$ cat config.mk
export PLATFORM = sky130hd
export DESIGN_NAME = tdw_ctrl
export DESIGN_NICKNAME = d
export VERILOG_FILES = /design/src/rtl/tdw_pkg.sv /design/src/rtl/tdw_ctrl.sv
export SDC_FILE = /design/constraint.sdc
export NUM_CORES = 1
export LEC_CHECK = 0
export BUFFER_PORTS_ARGS = -buffer_cell sky130_fd_sc_hd__buf_4
export CAP_MARGIN = 20
export CORE_UTILIZATION = 49
export CTS_CLUSTER_DIAMETER = 120
export DETAILED_ROUTE_END_ITERATION = 10
export MAX_ROUTING_LAYER = met4
export PLACE_DENSITY_LB_ADDON = 0.12
export SETUP_SLACK_MARGIN = 0.02
export SLEW_MARGIN = 20
export SYNTH_ARGS = -nofsm -noshare
export SYNTH_HDL_FRONTEND = slang
export SYNTH_SLANG_ARGS = --single-unit
$ cat constraint.sdc
create_clock -name clock -period 1.9 [get_ports clock]
set_input_delay 0.095 -clock clock [delete_from_list [all_inputs] [get_ports clock]]
set_output_delay 0.095 -clock clock [all_outputs]
set_load 0.005 [all_outputs]
$ cat src/rtl/tdw_pkg.sv
`default_nettype none
// ----------------------------------------------------------------------------
// tdw_pkg
// Shared types, command codes and the quaternion product term table for the
// trajectory derivative window.
// ----------------------------------------------------------------------------
package tdw_pkg;

   typedef struct packed {
      logic               req_type;
      logic signed [31:0] pos_x;
      logic signed [31:0] pos_y;
      logic signed [31:0] pos_z;
      logic signed [15:0] quat_w;
      logic signed [15:0] quat_x;
      logic signed [15:0] quat_y;
      logic signed [15:0] quat_z;
   } req_payload_type;

   typedef struct packed {
      logic signed [47:0] vel_x;
      logic signed [47:0] vel_y;
      logic signed [47:0] vel_z;
      logic signed [47:0] acc_x;
      logic signed [47:0] acc_y;
      logic signed [47:0] acc_z;
      logic signed [47:0] angvel_x;
      logic signed [47:0] angvel_y;
      logic signed [47:0] angvel_z;
      logic signed [47:0] angacc_x;
      logic signed [47:0] angacc_y;
      logic signed [47:0] angacc_z;
   } rsp_payload_type;

   // request kinds
   localparam logic REQ_POSE  = 1'b0;
   localparam logic REQ_FLUSH = 1'b1;

   // scale operand select
   localparam logic [2:0] ASEL_PM  = 3'd0;  // new - middle
   localparam logic [2:0] ASEL_PO  = 3'd1;  // new - older
   localparam logic [2:0] ASEL_ACC = 3'd2;  // new - 2*middle + older
   localparam logic [2:0] ASEL_MO  = 3'd3;  // middle - older
   localparam logic [2:0] ASEL_QD  = 3'd4;  // quaternion product vector part
   localparam logic [2:0] ASEL_WD  = 3'd5;  // w_fwd - w_back

   localparam logic BSEL_IST  = 1'b0;
   localparam logic BSEL_ISTS = 1'b1;

   localparam logic [1:0] SH_12 = 2'd0;
   localparam logic [1:0] SH_13 = 2'd1;
   localparam logic [1:0] SH_23 = 2'd2;

   localparam logic [1:0] GRP_VEL    = 2'd0;
   localparam logic [1:0] GRP_ACC    = 2'd1;
   localparam logic [1:0] GRP_ANGVEL = 2'd2;
   localparam logic [1:0] GRP_ANGACC = 2'd3;

   localparam logic PAIR_OM = 1'b0;  // q1 = older,  q2 = middle
   localparam logic PAIR_MN = 1'b1;  // q1 = middle, q2 = new

   localparam logic CSR_IST  = 1'b0;
   localparam logic CSR_ISTS = 1'b1;

   typedef struct packed {
      logic       load;
      logic       clear_r;
      logic       mac;
      logic [3:0] mac_idx;
      logic       pair;
      logic       scl_start;
      logic [2:0] asel;
      logic       bsel;
      logic [1:0] sh;
      logic [1:0] comp;
      logic [1:0] grp;
      logic       emit;
      logic       win_shift;
      logic       win_clear;
   } dp_cmd_type;

   typedef struct packed {
      logic scl_done;
      logic out_free;
   } dp_status_type;

   // term k of q2*conj(q1): component k[3:2], q2 index k[1:0];
   // returns {negate, q1 index}
   function automatic logic [2:0] quat_term(input logic [3:0] k);
      logic [2:0] t;
      case (k)
         4'd0:    t = 3'b000;
         4'd1:    t = 3'b001;
         4'd2:    t = 3'b010;
         4'd3:    t = 3'b011;
         4'd4:    t = 3'b101;
         4'd5:    t = 3'b000;
         4'd6:    t = 3'b111;
         4'd7:    t = 3'b010;
         4'd8:    t = 3'b110;
         4'd9:    t = 3'b011;
         4'd10:   t = 3'b000;
         4'd11:   t = 3'b101;
         4'd12:   t = 3'b111;
         4'd13:   t = 3'b110;
         4'd14:   t = 3'b001;
         default: t = 3'b000;
      endcase
      return t;
   endfunction

endpackage
`default_nettype wire

$ cat src/rtl/tdw_ctrl.sv
`default_nettype none
// ----------------------------------------------------------------------------
// tdw_ctrl
// Sequencer: picks the difference scheme per item and steps the datapath
// through its scale and quaternion product operations.
// ----------------------------------------------------------------------------
module tdw_ctrl (
   input  wire                     clock,
   input  wire                     reset,
   input  wire                     req_valid,
   input  wire                     req_flush,
   output logic                    req_stall,
   output tdw_pkg::dp_cmd_type     cmd,
   input  tdw_pkg::dp_status_type  status
);
   import tdw_pkg::*;

   localparam logic [2:0] S_IDLE   = 3'd0;
   localparam logic [2:0] S_RUN    = 3'd1;
   localparam logic [2:0] S_MAC    = 3'd2;
   localparam logic [2:0] S_SSTART = 3'd3;
   localparam logic [2:0] S_SWAIT  = 3'd4;
   localparam logic [2:0] S_FIN    = 3'd5;

   localparam logic [2:0] M_NONE = 3'd0;
   localparam logic [2:0] M_ZERO = 3'd1;
   localparam logic [2:0] M_FWD  = 3'd2;
   localparam logic [2:0] M_CEN  = 3'd3;
   localparam logic [2:0] M_BWD  = 3'd4;

   localparam logic [1:0] OPK_END = 2'd0;
   localparam logic [1:0] OPK_LIN = 2'd1;
   localparam logic [1:0] OPK_HAV = 2'd2;

   logic [2:0] state_ff, state_in;
   logic [2:0] mode_ff, mode_in;
   logic [2:0] step_ff, step_in;
   logic [3:0] k_ff, k_in;
   logic [1:0] comp_ff, comp_in;
   logic [1:0] fill_ff, fill_in;
   logic       flush_ff, flush_in;

   logic [1:0] op_kind;
   logic [2:0] op_asel;
   logic       op_bsel;
   logic [1:0] op_sh;
   logic [1:0] op_grp;
   logic       op_pair;
   logic       accept;
   logic       emit_needed;

   always_comb begin
      op_kind = OPK_END;
      op_asel = ASEL_PM;
      op_bsel = BSEL_IST;
      op_sh   = SH_12;
      op_grp  = GRP_VEL;
      op_pair = PAIR_OM;
      unique case (mode_ff)
         M_FWD: begin
            unique case (step_ff)
               3'd0: begin
                  op_kind = OPK_LIN;
                  op_asel = ASEL_PM;
               end
               3'd1: begin
                  op_kind = OPK_HAV;
                  op_pair = PAIR_MN;
                  op_grp  = GRP_ANGVEL;
               end
               default: op_kind = OPK_END;
            endcase
         end
         M_BWD: begin
            unique case (step_ff)
               3'd0: begin
                  op_kind = OPK_LIN;
                  op_asel = ASEL_MO;
               end
               3'd1: begin
                  op_kind = OPK_HAV;
                  op_pair = PAIR_OM;
                  op_grp  = GRP_ANGVEL;
               end
               default: op_kind = OPK_END;
            endcase
         end
         M_CEN: begin
            unique case (step_ff)
               3'd0: begin
                  op_kind = OPK_LIN;
                  op_asel = ASEL_PO;
                  op_sh   = SH_13;
               end
               3'd1: begin
                  op_kind = OPK_LIN;
                  op_asel = ASEL_ACC;
                  op_bsel = BSEL_ISTS;
                  op_grp  = GRP_ACC;
               end
               3'd2: begin
                  op_kind = OPK_HAV;
                  op_pair = PAIR_OM;
                  op_grp  = GRP_ANGACC;
               end
               3'd3: begin
                  op_kind = OPK_HAV;
                  op_pair = PAIR_MN;
                  op_grp  = GRP_ANGVEL;
               end
               3'd4: begin
                  op_kind = OPK_LIN;
                  op_asel = ASEL_WD;
                  op_grp  = GRP_ANGACC;
               end
               default: op_kind = OPK_END;
            endcase
         end
         default: op_kind = OPK_END;
      endcase
      if (op_kind == OPK_HAV) begin
         op_asel = ASEL_QD;
         op_bsel = BSEL_IST;
         op_sh   = SH_23;
      end
   end

   assign req_stall   = (state_ff != S_IDLE);
   assign accept      = req_valid && (state_ff == S_IDLE);
   assign emit_needed = (mode_ff != M_NONE);

   always_comb begin
      state_in = state_ff;
      mode_in  = mode_ff;
      step_in  = step_ff;
      k_in     = k_ff;
      comp_in  = comp_ff;
      fill_in  = fill_ff;
      flush_in = flush_ff;

      cmd           = '0;
      cmd.load      = accept;
      cmd.clear_r   = accept;
      cmd.mac_idx   = k_ff;
      cmd.pair      = op_pair;
      cmd.asel      = op_asel;
      cmd.bsel      = op_bsel;
      cmd.sh        = op_sh;
      cmd.comp      = comp_ff;
      cmd.grp       = op_grp;

      unique case (state_ff)
         S_IDLE: begin
            if (accept) begin
               flush_in = req_flush;
               step_in  = 3'd0;
               state_in = S_RUN;
               if (!req_flush) begin
                  unique case (fill_ff)
                     2'd0:    mode_in = M_NONE;
                     2'd1:    mode_in = M_FWD;
                     default: mode_in = M_CEN;
                  endcase
               end else begin
                  unique case (fill_ff)
                     2'd0:    mode_in = M_NONE;
                     2'd1:    mode_in = M_ZERO;
                     default: mode_in = M_BWD;
                  endcase
               end
            end
         end
         S_RUN: begin
            comp_in = 2'd0;
            k_in    = 4'd0;
            unique case (op_kind)
               OPK_LIN: state_in = S_SSTART;
               OPK_HAV: state_in = S_MAC;
               default: state_in = S_FIN;
            endcase
         end
         S_MAC: begin
            cmd.mac = 1'b1;
            k_in    = k_ff + 4'd1;
            if (k_ff == 4'd15) begin
               state_in = S_SSTART;
            end
         end
         S_SSTART: begin
            cmd.scl_start = 1'b1;
            state_in      = S_SWAIT;
         end
         S_SWAIT: begin
            if (status.scl_done) begin
               if (comp_ff == 2'd2) begin
                  step_in  = step_ff + 3'd1;
                  state_in = S_RUN;
               end else begin
                  comp_in  = comp_ff + 2'd1;
                  state_in = S_SSTART;
               end
            end
         end
         S_FIN: begin
            if (!emit_needed || status.out_free) begin
               cmd.emit      = emit_needed;
               cmd.win_shift = !flush_ff;
               cmd.win_clear = flush_ff;
               if (flush_ff) begin
                  fill_in = 2'd0;
               end else if (fill_ff != 2'd2) begin
                  fill_in = fill_ff + 2'd1;
               end
               state_in = S_IDLE;
            end
         end
         default: state_in = S_IDLE;
      endcase
   end

   always_ff @(posedge clock) begin
      if (reset) begin
         state_ff <= S_IDLE;
         mode_ff  <= M_NONE;
         step_ff  <= 3'd0;
         k_ff     <= 4'd0;
         comp_ff  <= 2'd0;
         fill_ff  <= 2'd0;
         flush_ff <= 1'b0;
      end else begin
         state_ff <= state_in;
         mode_ff  <= mode_in;
         step_ff  <= step_in;
         k_ff     <= k_in;
         comp_ff  <= comp_in;
         fill_ff  <= fill_in;
         flush_ff <= flush_in;
      end
   end

endmodule
`default_nettype wire

# After elaboration in Yosys (flattened, before gate mapping)
# Index checks and enable logic that the tools add are counted.
dict set report totals {
  ff_bits 18
  latchBits 0
  ramBits 0
  romBits 0
  input_bits 6
  out_inout_bits 23
  elab_cells 99
  memories 0
}
dict set report classes {
  addsub 4
  mul 0
  div_mod_pow 0
  order_cmp 0
  n_eq_ne 24
  n_shift 0
  mux 42
  n_bitwise 0
  reduce_logical 22
}
# operator n
set ops {}
lappend ops {{two-way mux 3 bit} 11}
lappend ops {{case mux 2 bit (2 select lines)} 6}
lappend ops {{case mux 3 bit (2 select lines)} 4}
lappend ops {{== test 3 x 2 -> 1 bit, second input constant} 6}
lappend ops {{case mux 3 bit (6 select lines)} 1}
lappend ops {{two-way mux 2 bit} 8}
lappend ops {{inequality test 2 bit, second input constant} 7}
lappend ops {{== test 3 bit, second input constant} 4}
lappend ops {{case mux 3 bit (3 select lines)} 1}
lappend ops {{two-way mux 1 bit} 8}
lappend ops {{case mux 4 bit (2 select lines)} 1}
lappend ops {{AND reduction 4 bit} 2}
lappend ops {{nonzero test 2 bit} 4}
lappend ops {{== test 3 x 1 -> 1 bit, second input constant} 2}
lappend ops {{zero test 3 bit} 2}
lappend ops {{case mux 2 bit (3 select lines)} 1}
lappend ops {{AND reduction 3 bit} 2}
lappend ops {{nonzero test 3 bit} 2}
lappend ops {{OR reduction 2 bit} 3}
lappend ops {{adder 2 x 1 -> 2 bit, second input constant} 2}
lappend ops {{adder 4 x 1 -> 4 bit, second input constant} 1}
lappend ops {{== test 2 x 1 -> 1 bit, second input constant} 2}
lappend ops {{== test 2 bit, second input constant} 2}
lappend ops {{== test 4 bit, second input constant} 1}
lappend ops {{other kinds (8)} 9}

# Logic depth before layout (Yosys ltp)
# Gate-level depths: netlist of run 1.
dict set report depth {
  depth_word 7
  depth_mapped 10
  depth_no_buf 10
}

# Worst setup path after synthesis of run 1
# Ideal clock, no wire load.
dict set report synth_timing {
  path_kind {register -> register}
  from {reg step_ff[0]}
  to {reg state_ff[1]}
  setup_ps 78
  arrival_ps 1815
  required_ps 1822
  setup_slack_ps 8
  stages_incl_launch_ff 11
  n_path_buf 0
  synth_period_minus_slack_ps 1892
  path_cell_list {dfxtp_1 > inv_1 > ha_1 > and2_1 > o21ai_0 > a21oi_1 > a31oi_1 > ha_1 > nor3_1 > nor2_1 > nor3_1}
}
dict set report synth_between {
  elab_chain_cells 7
}
# element line
set synth_lines {}
lappend synth_lines {{from (decl)} tdw_ctrl.sv:37} ;# logic [2:0] step_ff, step_in;
lappend synth_lines {{from (signal assigned)} tdw_ctrl.sv:233} ;# step_ff <= step_in;
lappend synth_lines {{== test 3 bit, or another cell as far along} tdw_ctrl.sv:89} ;# unique case (step_ff)
lappend synth_lines {{OR reduction 3 bit (no line) or OR reduction 2 bit (tied branches)} --}
lappend synth_lines {{case mux 2 bit (2 select lines)} tdw_ctrl.sv:89}
lappend synth_lines {{case mux 2 bit (2 select lines) *} tdw_ctrl.sv:59} ;# unique case (mode_ff)
lappend synth_lines {{== test 2 bit or == test 2 x 1 -> 1 bit (tied branches)} tdw_ctrl.sv:176} ;# unique case (op_kind)
lappend synth_lines {{case mux 3 bit (2 select lines) *} tdw_ctrl.sv:176}
lappend synth_lines {{case mux 3 bit (6 select lines) *} tdw_ctrl.sv:152} ;# unique case (state_ff)
lappend synth_lines {{to (signal assigned)} tdw_ctrl.sv:231} ;# state_ff <= state_in;
lappend synth_lines {{to (decl)} tdw_ctrl.sv:35} ;# logic [2:0] state_ff, state_in;
# Mark *: on every way between the ends. The rest lies on a longest branch, timed or not.
# A chain may end at the register's enable or synchronous reset.

==> results of run 1 <==
==> per-layer routing <==
layer	part of all wire, %	wire (um)
met5	0	0
met4	2.1	74
met3	3.3	115
met2	50	1710
met1	45	1550
==> repair_timing <==
item                       4_1_cts  5_1_grt
resized for setup               18       18
pin swaps                        4        7
setup buffers                    3        2
hold buffers                     0        0
setup endpoints to repair        8       10
==> cells in the final DEF, fill, tap and decap left out, types with 2 or more instances in the layout <==
cell type / n
o21ai_0: 4
nor3b_1: 2
nand3_1: 5
and2_1: 2
nand4_1: 2
buf_6: 5
nor2_1: 25
or3_1: 2
a21oi_1: 16
o31ai_1: 2
nand2_1: 3
ha_4: 3
mux2i_1: 3
dfxtp_2: 2
inv_1: 7
a21oi_2: 2
nand2b_1: 5
and3_1: 2
dfxtp_1: 15
nor2b_1: 2
nor3_1: 7
ha_1: 6
clkbuf_4: 3
nor3_2: 3
a21o_1: 2
ha_2: 2
mux2_2: 3
buf_4: 41
==> worst min path at each step <==
stage / from / endpoint / slack (ns) / depth (start not counted)
after floorplan: req_flush / flush_ff / 0.24 / 2
after global placement: req_flush / flush_ff / 0.36 / 3
after detailed placement: req_flush / flush_ff / 0.39 / 3
after CTS: req_flush / flush_ff / 0.07 / 3
after global routing: req_flush / flush_ff / 0.09 / 3
final: req_flush / flush_ff / 0.07 / 3
==> kinds of logic (layout without fill, tap and decap cells) <==
logic type      after synthesis  in the layout  share of synthesized area (%)
compound gates               41             41                           19.2
fa+ha+maj                    11             11                           9.92
buf+inv                      23             58                           8.66
flops                        18             18                           26.0
mux                           6              6                           4.60
simple gates                 77             77                           31.7
==> final cells by class <==
cell class / count / area (um2) / area share, %
multi-input combinational: 135 / 1020 / 55.2
sequential: 18 / 367 / 19.9
timing repair buffer: 46 / 364 / 19.7
tap: 30 / 37.5 / 2.03
inverter: 9 / 36.3 / 1.97
clock buffer: 3 / 22.5 / 1.22
==> critical path: stages (launching register included) <==
cell and delay (ns):
dfxtp_1 0.54, mux2i_1 0.28, nor2_1 0.07, a21oi_1 0.11, nor2_1 0.08, ha_4 0.20
nor4b_2 0.27, buf_4 0.18
==> state kept, by name, indices dropped and copies added, names as in the netlist <==
name,count
k_ff,4
mode_ff,3
state_ff,3
step_ff,3
comp_ff,2
fill_ff,2
flush_ff,1
==> power by group <==
| part | internal [uW] | switching [uW] | total [uW] | leakage (uW) |
|---|---|---|---|---|
| clock | 73.9 | 127 | 201 | 0.0000138 |
| sequential | 393 | 31.8 | 424 | 0.000148 |
| combinational | 121 | 125 | 247 | 0.000616 |
| total | 588 | 284 | 872 | 0.000777 |
==> through the flow <==
step,setup TNS (ns),utilization (%),hold WS (ns)
after floorplan,0,-,0.242
after global placement,0,64.2,0.364
after detailed placement,0,64.2,0.386
after CTS,-0.666,68.5,0.0673
after global routing,-1.97,71.9,0.0869
final,-1.15,71.9,0.0740
==> reports/qor.csv, run 1 <==
metric,value,unit
synth.most_common_cell,nor2_1,
die_x,55.2,um
grt_use_met3,2.58,%
start_util,54.0,%
cts-root-buf,clkbuf_4,
nFillCells,191,
die_h,55.2,um
cts_sinks,18,
arrival,2.04,ns
nNetsFinal,230,
syn_area,1390,um2
dpl.cell_count,233,
dieArea,3050,um2
syn_inst,176,
rows,18,
synth_nets,193,
fin_ws,-0.238,ns
clk_pin_slew_worst_paths,0.11,ns
cts-htree-levels,1,
drt_iter0_markers,58,
finClkSkew,0.00357,ns
rsz0062_at_grt,yes,
start_kind,flop,
vdd_drop_max,308,uV
ys_seq_area_share,26.0,%
yosysTopAreaCell,dfxtp_1,
post_synth.cell_area_avg,7.88,um2
ant_nets,0,
grt_pass1_wl,5250,um
synth_ff_type,dfxtp_1,
numPortBuffers,28,
preCtsSetupSlack,0.0492,ns
n_antenna_cell,0,
path_max_fanout,7,
power,872,uW
finalCritPeriodShare,113,%
dp_hpwl,2300,um
rr_startpoint,mode_ff[0],
grt.overflow.total,0,
grt_usage,21.7,%
max-cap-violations,0,
async_flop_share,0,%
hold_path.class,in -> reg,
grtUsageMet2,37.3,%
cts_tree,done,
ios,29,
synth_edf_count,0,
r2r-end,state_ff[0],
endpoint,cmd[7],
setup_viol_count_final,8,
cp-end-kind,primary output,
grt_pass1_vias,1211,
outcome,"finished, violations left",
violations,negative setup slack,
worstPathRequired,1.80,ns
finalWeightedCongestion,0.816,
grt_use_met1,26.5,%
core,2570,um2
drc_errors,0,
syn_to_final_growth,33.0,%
grt-busiest-layer,met2,
power_density,473,nW/um2
via_per_inst,5.82,
cp-startpoint,mode_ff[0],
ys_types,47,
crit_type,reg -> out,
fmax,468,MHz
ff2ff_path_depth,10,
dpl_cell_area,1650,um2
dr.pass1.iters,4,
fin_crit,2.14,ns
ys.warnings.count,0,
final_max_slew_viol_count,0,
cts_inserted_buffers,3,
ys_ff_latch,18,
yosys-top-cells-count,"nor2_1, a21oi_1, dfxtp_1",
r2r_slack,-0.09,ns
clkLatencyLatePin,0.30,ns
clk_path_buf_depth,2,
routed_wl,3450,um
antenna_found_initial,0,
fin_cells,241,
synth_top_area_share,26.0,%
p_leak,0.000777,uW
post_drt_wl_per_cell,14.3,um
final_area,1850,um2
synth_area_leaders,"dfxtp_1, ha_1, nor2_1, a21oi_1, nor3_1",
slew_headroom,77.0,%
grt_max_degree,19,
tightestPinTransition,0.344,ns
vias,1403,
hold_viol_final,0,
drive_gt1_share,39.3,%
No activity file was read; power rests on OpenSTA's default activity.
==> run 2, diff against run 1 <==
Settings changed: CTS_CLUSTER_SIZE set to 14, TNS_END_PERCENT set to 10.
==> reports/qor.csv, run 2 (synthesized netlist as in run 1, its figures left out) <==
metric,value,unit
outcome,"finished, violations left",
violations,negative setup slack,
syn_to_final_growth,29.4,%
fmax,477,MHz
cts-root-buf,clkbuf_4,
grt.overflow.total,0,
grt_pass1_wl,5250,um
hold_viol_final,0,
drc_errors,0,
final_max_slew_viol_count,0,
path_max_fanout,5,
tightestPinTransition,0.352,ns
slew_headroom,76.5,%
setup_viol_count_final,6,
clk_pin_slew_worst_paths,0.11,ns
final_area,1800,um2
clk_path_buf_depth,2,
finClkSkew,0.00456,ns
p_leak,0.000771,uW
ios,29,
clkLatencyLatePin,0.30,ns
die_h,55.2,um
crit_type,reg -> out,
antenna_found_initial,0,
final_cell_mix,"buf_4, nor2_1, a21oi_1, dfxtp_1",
dp_hpwl,2300,um
cts-htree-levels,1,
dieArea,3050,um2
nNetsFinal,228,
grt_pass1_vias,1213,
dr.pass1.iters,4,
power_density,486,nW/um2
grt_max_degree,19,
finalCritPeriodShare,110,%
final_common_cell,buf_4,
cts_sinks,18,
die_x,55.2,um
vias,1386,
ant_nets,0,
max-cap-violations,0,
multi_input_comb_area,996,um2
top_register,k_ff,
start_kind,flop,
fin_crit,2.10,ns
timing.hold.ws,0.0703,ns
fin_ws,-0.197,ns
start_util,54.0,%
rows,18,
power,872,uW
preCtsSetupSlack,0.0492,ns
grt_usage,21.7,%
hold_path.class,in -> reg,
finalWeightedCongestion,0.816,
tns,-0.871,ns
via_per_inst,5.80,
dpl_cell_area,1650,um2
core,2570,um2
cp-end-kind,primary output,
post_drt_wl_per_cell,13.8,um
cts_inserted_buffers,3,
routed_wl,3300,um
worstPathRequired,1.80,ns
vdd_drop_max,294,uV
n_antenna_cell,0,
largest_reg_flops,4,
drive_gt1_share,37.3,%
arrival,2.00,ns
seq_area,365,um2
numPortBuffers,28,
nFillCells,193,
drt_iter0_markers,44,
rsz0062_at_grt,yes,
cts_tree,done,
==> run 2: where the power goes <==
| group | internal [uW] | switching, uW | leakage, uW |
|---|---|---|---|
| Sequential | 395 | 31.4 | 0.000148 |
| Clock | 73.9 | 128 | 0.0000138 |
| Combinational | 121 | 123 | 0.000609 |
==> run 2: metrics by stage <==
stage | util [%] | cells
final | 69.9 | 239
after global routing | 69.9 | 239
after CTS | 68.5 | 239
after detailed placement | 64.2 | 233
after global placement | 64.2 | 233
after floorplan | - | 176
==> run 2: layout make-up <==
class / count / share of cell area (%)
Multi-Input combinational cell: 135 / 55.5
Inverter: 9 / 2.02
Sequential cell: 18 / 20.3
Clock buffer: 3 / 1.25
Timing Repair Buffer: 44 / 18.8
Tap cell: 30 / 2.09
==> run 2: per-layer routing <==
metal	share of wire [%]	up-vias	track usage [%]
met2	50	32	37.3
met5	0	-	-
met1	46	660	26.5
li1	-	689	-
met3	3.3	5	2.58
met4	1.0	0	6.43
==> run 2: path summary, 6_finish.rpt <==
path,from,end,slack [ns],cells after the start
worst max register to register,step_ff[1],state_ff[0],0.02,11
worst min register to register,fill_ff[0],fill_ff[0],0.54,2
worst min-delay path,req_flush,flush_ff,0.07,3
worst max-delay path,step_ff[1],cmd[12],-0.20,10
==> run 2: worst max-delay path, cell delays in order, from the launching register on <==
cell and delay, ns:
dfxtp_2 0.37, inv_4 0.05, ha_4 0.15, and2_4 0.16, o21ai_4 0.13, a21oi_2 0.07
a31oi_1 0.16, ha_2 0.29, buf_6 0.13, a21o_1 0.09, buf_4 0.11
==> run 2: timing repair <==
action,4_1_cts,5_1_grt
pin swaps,3,4
setup endpoints to repair,8,10
buffers inserted,3,0
hold buffers,0,0
resized for setup,18,9
